File: src/rtl/core/kmc_pkg.sv
// kmc_pkg: shared types, codes and sizes of the rgb k-means clustering block
`default_nettype none
package kmc_pkg;

   localparam int MAX_COLORS_DEF   = 1024;
   localparam int MAX_CLUSTERS_DEF = 16;
   localparam int OUT_LIMIT        = 16;

   localparam logic [1:0] FUNC_LOAD  = 2'd0;
   localparam logic [1:0] FUNC_RUN   = 2'd1;
   localparam logic [1:0] FUNC_CLEAR = 2'd2;

   localparam logic [1:0] REG_NUM_CLUSTERS   = 2'd0;
   localparam logic [1:0] REG_EPSILON        = 2'd1;
   localparam logic [1:0] REG_MAX_ITERATIONS = 2'd2;
   localparam logic [1:0] REG_RANDOM_SEED    = 2'd3;

   localparam logic [15:0] LFSR_TAPS = 16'hB400;

   typedef struct packed {
      logic [1:0] func;
      logic [7:0] red_in;
      logic [7:0] green_in;
      logic [7:0] blue_in;
   } req_type;

   typedef struct packed {
      logic [3:0]  cluster_index;
      logic [15:0] red_mean;
      logic [15:0] green_mean;
      logic [15:0] blue_mean;
      logic [7:0]  passes_done;
      logic        last_of_run;
   } rsp_type;

   typedef enum logic [3:0] {
      ST_IDLE,
      ST_SEED,
      ST_PASS,
      ST_FETCH,
      ST_DIST,
      ST_ASSIGN,
      ST_UPD,
      ST_UDIV,
      ST_CHECK,
      ST_EMIT
   } state_type;

   typedef struct packed {
      logic load;
      logic clear;
      logic run_init;
      logic seed_step;
      logic pass_init;
      logic dist_step;
      logic assign_color;
      logic cnt_clear;
      logic div_start;
      logic upd_write;
      logic emit_next;
   } cmd_type;

   typedef struct packed {
      logic ch_last;
      logic cc_last;
      logic ci_last;
      logic store_empty;
      logic cluster_empty;
      logic stop;
      logic div_done;
   } status_type;

endpackage
`default_nettype wire

File: src/rtl/core/kmc_ctrl.sv
// kmc_ctrl: sequencing state machine of the clustering block
`default_nettype none
module kmc_ctrl (
   input  wire logic                clock,
   input  wire logic                reset,
   input  wire logic                req_valid,
   input  wire logic [1:0]          req_func,
   output logic                     req_ready,
   output logic                     rsp_valid,
   input  wire logic                rsp_ready,
   input  wire kmc_pkg::status_type status,
   output kmc_pkg::cmd_type         cmd
);

   kmc_pkg::state_type state_ff, state_in;
   logic               cc_done;

   assign cc_done = status.ch_last && status.cc_last;

   always_comb begin
      state_in = state_ff;
      case (state_ff)
         kmc_pkg::ST_IDLE: begin
            if (req_valid && req_func == kmc_pkg::FUNC_RUN) begin
               state_in = kmc_pkg::ST_SEED;
            end
         end
         kmc_pkg::ST_SEED: begin
            if (cc_done) begin
               state_in = kmc_pkg::ST_PASS;
            end
         end
         kmc_pkg::ST_PASS: begin
            state_in = status.store_empty ? kmc_pkg::ST_UPD : kmc_pkg::ST_FETCH;
         end
         kmc_pkg::ST_FETCH: begin
            state_in = kmc_pkg::ST_DIST;
         end
         kmc_pkg::ST_DIST: begin
            if (cc_done) begin
               state_in = kmc_pkg::ST_ASSIGN;
            end
         end
         kmc_pkg::ST_ASSIGN: begin
            state_in = status.ci_last ? kmc_pkg::ST_UPD : kmc_pkg::ST_FETCH;
         end
         kmc_pkg::ST_UPD: begin
            if (status.cluster_empty) begin
               if (cc_done) begin
                  state_in = kmc_pkg::ST_CHECK;
               end
            end else begin
               state_in = kmc_pkg::ST_UDIV;
            end
         end
         kmc_pkg::ST_UDIV: begin
            if (status.div_done) begin
               state_in = cc_done ? kmc_pkg::ST_CHECK : kmc_pkg::ST_UPD;
            end
         end
         kmc_pkg::ST_CHECK: begin
            state_in = status.stop ? kmc_pkg::ST_EMIT : kmc_pkg::ST_PASS;
         end
         kmc_pkg::ST_EMIT: begin
            if (rsp_ready && status.cc_last) begin
               state_in = kmc_pkg::ST_IDLE;
            end
         end
         default: begin
            state_in = kmc_pkg::ST_IDLE;
         end
      endcase
   end

   always_comb begin
      cmd       = '0;
      req_ready = 1'b0;
      rsp_valid = 1'b0;
      case (state_ff)
         kmc_pkg::ST_IDLE: begin
            req_ready = 1'b1;
            if (req_valid) begin
               cmd.load     = (req_func == kmc_pkg::FUNC_LOAD);
               cmd.clear    = (req_func == kmc_pkg::FUNC_CLEAR);
               cmd.run_init = (req_func == kmc_pkg::FUNC_RUN);
            end
         end
         kmc_pkg::ST_SEED: begin
            cmd.seed_step = 1'b1;
         end
         kmc_pkg::ST_PASS: begin
            cmd.pass_init = 1'b1;
         end
         kmc_pkg::ST_DIST: begin
            cmd.dist_step = 1'b1;
         end
         kmc_pkg::ST_ASSIGN: begin
            cmd.assign_color = 1'b1;
            cmd.cnt_clear    = status.ci_last;
         end
         kmc_pkg::ST_UPD: begin
            cmd.upd_write = status.cluster_empty;
            cmd.div_start = !status.cluster_empty;
         end
         kmc_pkg::ST_UDIV: begin
            cmd.upd_write = status.div_done;
         end
         kmc_pkg::ST_CHECK: begin
            cmd.cnt_clear = 1'b1;
         end
         kmc_pkg::ST_EMIT: begin
            rsp_valid     = 1'b1;
            cmd.emit_next = rsp_ready;
         end
         default: begin
            cmd = '0;
         end
      endcase
   end

   always_ff @(posedge clock) begin
      if (reset) begin
         state_ff <= kmc_pkg::ST_IDLE;
      end else begin
         state_ff <= state_in;
      end
   end

endmodule
`default_nettype wire

File: config.mk
export PLATFORM = sky130hd
export DESIGN_NAME = kmc_ctrl
export DESIGN_NICKNAME = d
export VERILOG_FILES = /design/src/rtl/core/kmc_pkg.sv /design/src/rtl/core/kmc_ctrl.sv
export SDC_FILE = /design/constraint.sdc
export NUM_CORES = 1
export LEC_CHECK = 0
export BUFFER_PORTS_ARGS = -buffer_cell sky130_fd_sc_hd__buf_2
export CORE_AREA = 2 2 39 41
export DETAILED_ROUTE_END_ITERATION = 10
export DIE_AREA = 0 0 41 43
export HOLD_SLACK_MARGIN = 0.1
export MAX_ROUTING_LAYER = met4
export PLACE_DENSITY = 0.83
export REMOVE_ABC_BUFFERS = 1
export SLEW_MARGIN = 20
export SYNTH_ARGS = -nofsm -noshare
export SYNTH_HDL_FRONTEND = slang
export SYNTH_SLANG_ARGS = --single-unit
File: constraint.sdc
create_clock -name clock -period 3 [get_ports clock]
set_clock_uncertainty 0.05 [all_clocks]
set_input_delay 0.15 -clock clock [delete_from_list [all_inputs] [get_ports clock]]
set_output_delay 0.15 -clock clock [all_outputs]
set_load 0.05 [all_outputs]
==> impl_summary.log <==
[metrics] status: finished clean
[metrics] data required time of the critical path: 2.80 ns
[metrics] highest-count cells in the layout ignoring fill and taps: 25 x sky130_fd_sc_hd__buf_2, 11 x sky130_fd_sc_hd__nand2_1, 6 x sky130_fd_sc_hd__a21oi_1
[metrics] routability congestion estimate: 0.918
[metrics] Starting Density: 38.3%
[metrics] tightest slew margin relative to the limit: 56.7%
[metrics] finished layout cell area: 664 µm²
[metrics] Max IR drop VDD: 0.000191 V
[metrics] number of vias per cell: 5.69
[metrics] CTS Hold Bufs: 1
[metrics] buffer count from post-CTS setup fixing: 0
[metrics] setup repair after global routing missed its margin: false
[metrics] syn avg cell area: 7.17 µm²
[metrics] crit path launch type: flip-flop
[metrics] Clock Path Buffers: 2
[metrics] signed area change from the synthesized netlist to the final layout: 25.2%
[metrics] classification of the worst-slack hold path: input port to flip-flop
[metrics] endpoint arrival time on the critical path: 1.92 ns
[metrics] htree depth: 1
[metrics] number of iterations in the first detailed-routing pass: 4
[metrics] drt drc: 0
[metrics] count of cell types in the netlist: 43
[metrics] area of the mapped netlist: 531 µm²
[metrics] Detailed Route Iter0 Violations: 28
[metrics] kind of end point of the critical path: output pin
[metrics] kind of critical path: flip-flop to output pin
[metrics] registers with the most flip-flops: state_ff (4)
[metrics] vias in the first global route: 537
[metrics] Clk Tree Root Cell: sky130_fd_sc_hd__clkbuf_4
[metrics] Top reg by flops: state_ff
[metrics] Seq cells post-synth: 4
[metrics] synthesized netlist cell count: 74
[metrics] top cell type by total area after synthesis: sky130_fd_sc_hd__dfxtp_1
[metrics] detailed-placement wirelength estimate: 1.02 mm
[metrics] wire length of the first global-routing pass: 2.28 mm
[metrics] core region area: 0.00138 mm²
[metrics] final hold violations: 0
[metrics] Static Leak: 0.292 nW
[metrics] Sink Count: 4
[metrics] boundary pin count: 26
[metrics] prevailing post-synth register cell: sky130_fd_sc_hd__dfxtp_1
[metrics] die area: 0.00176 mm²
[metrics] remaining antenna violation count: 0
[metrics] GRT met2 Usage: 25.0%
[metrics] met1 track utilization from global routing: 26.0%
[metrics] cts repair resizes: 0
[metrics] fraction of final layout cells sized beyond drive strength 1: 36.1%
[metrics] width of the chip: 41 µm
[metrics] count of warnings emitted by yosys: 0
[metrics] final period utilization: 70.7%
[metrics] vias: 643
[metrics] most area-consuming cells after synthesis: sky130_fd_sc_hd__dfxtp_1 15%, sky130_fd_sc_hd__nand2_1 7.8%, sky130_fd_sc_hd__a21oi_1 5.7%
[metrics] overall routing resource usage: 18.9%
[metrics] die outline height: 43 µm
[metrics] TritonCTS clock tree: done
[metrics] timing-limited maximum frequency: 472 MHz
[metrics] buffers added on ports: 25
[metrics] number of setup violations in the final report: 0
[metrics] placed standard-cell area: 632 µm²
[metrics] part of the Yosys area used for sequential elements: 15.1%
[metrics] worst slew pin tran: 0.649 ns
[metrics] row count: 14
[metrics] flip-flop count of the largest register after layout: 4
[metrics] source-to-sink clock delay at the later pin of the worst-skew pair: 0.23 ns
[metrics] maximum number of pins on one net before global-route repair: 23
[metrics] antenna cell count: 0
[metrics] maximum fanout along the worst path: 22
[metrics] ys async rst share: 0%
[metrics] gr busiest metal: met1
[metrics] Overflow after GRT: 0
[metrics] met3 usage: 3.14%
[metrics] setup_tns: 0 ns
[metrics] pwr dens: 492 mW/mm²
[metrics] total clock buffers created by CTS: 3
[metrics] Total Nets Final: 112
[metrics] area share of the largest cell type after synthesis: 15.1%
[metrics] maximum capacitance violations: 0
[metrics] routed wire length: 1.38 mm
[metrics] clock period minus final worst setup slack: 2.12 ns
[metrics] EDFF count, synth: 0
[metrics] final number of max-transition violations: 0
[metrics] initial antenna violation count: 0
[metrics] post-DR wirelength/cell: 12.2 µm
[metrics] post-CTS clock slew at the launch and capture registers of the worst setup and hold paths: 0.03 ns
[metrics] leading cell type in the layout, fill and taps excluded: sky130_fd_sc_hd__buf_2
[worst max-delay path, stage by stage, from the launching register on]
cell and delay [ns]:
sky130_fd_sc_hd__dfxtp_1 0.50, sky130_fd_sc_hd__nor4_2 0.54, sky130_fd_sc_hd__nor4bb_1 0.33, sky130_fd_sc_hd__buf_2 0.31
[cells in the mapped netlist, drive strengths merged (2+ instances only)]
cell type / count
buf: 5
nand3: 2
a21oi: 6
nand2b: 3
o22ai: 2
nand2: 12
nor2: 3
or3: 2
dfxtp: 4
nor3: 5
nor4: 2
[per-stage QoR]
step                      cells  util, %  total power (W)  setup WS [ns]  hold WS [ns]
after detailed placement    109     45.7         0.000259           1.14         0.324
after floorplan              68        -         0.000217         -0.496         0.198
after CTS                   113     48.0         0.000328          0.873         0.206
final                       113     48.0         0.000327          0.879         0.213
after global routing        113     48.0         0.000354          0.677         0.239
after global placement      109     45.7         0.000255           1.21         0.329
[area by class of cell]
type                       instances  area (µm²)
tap                               16        20.0
fill                             153         719
sequential                         4        80.1
timing repair buffer              26         135
clock buffer                       3        22.5
inverter                           1        3.75
multi-input combinational         63         403
[cells by family (layout without fill, tap and decap cells)]
| logic type | after synthesis | count (layout) | share of synthesized area (%) |
|---|---|---|---|
| and+or+nand+nor | 43 | 43 | 48.4 |
| AOI/OAI and AO/OA | 19 | 19 | 25.7 |
| buffers and inverters | 7 | 30 | 8.96 |
| DFF | 4 | 4 | 15.1 |
| muxes | 1 | 1 | 1.89 |
[worst paths after layout]
kind | from | to | slack (ns) | depth (start not counted)
max | state_ff[0] | cmd[10] | 0.88 | 3
min | rsp_ready | state_ff[3] | 0.21 | 4
min reg2reg | state_ff[2] | state_ff[2] | 0.66 | 2
max reg2reg | state_ff[0] | state_ff[0] | 1.15 | 4
[routing by layer]
layer,vias to the layer above,wire [µm]
li1,327,-
met1,294,627
met2,18,671
met5,-,0
met4,0,34
met3,4,47
[power by group]
part           switching [W]  leakage, nW  internal (W)
Clock              0.0000213       0.0138     0.0000447
Sequential         0.0000272       0.0324     0.0000595
Combinational       0.000108        0.246     0.0000668
Power figures use the tool's default switching activity.
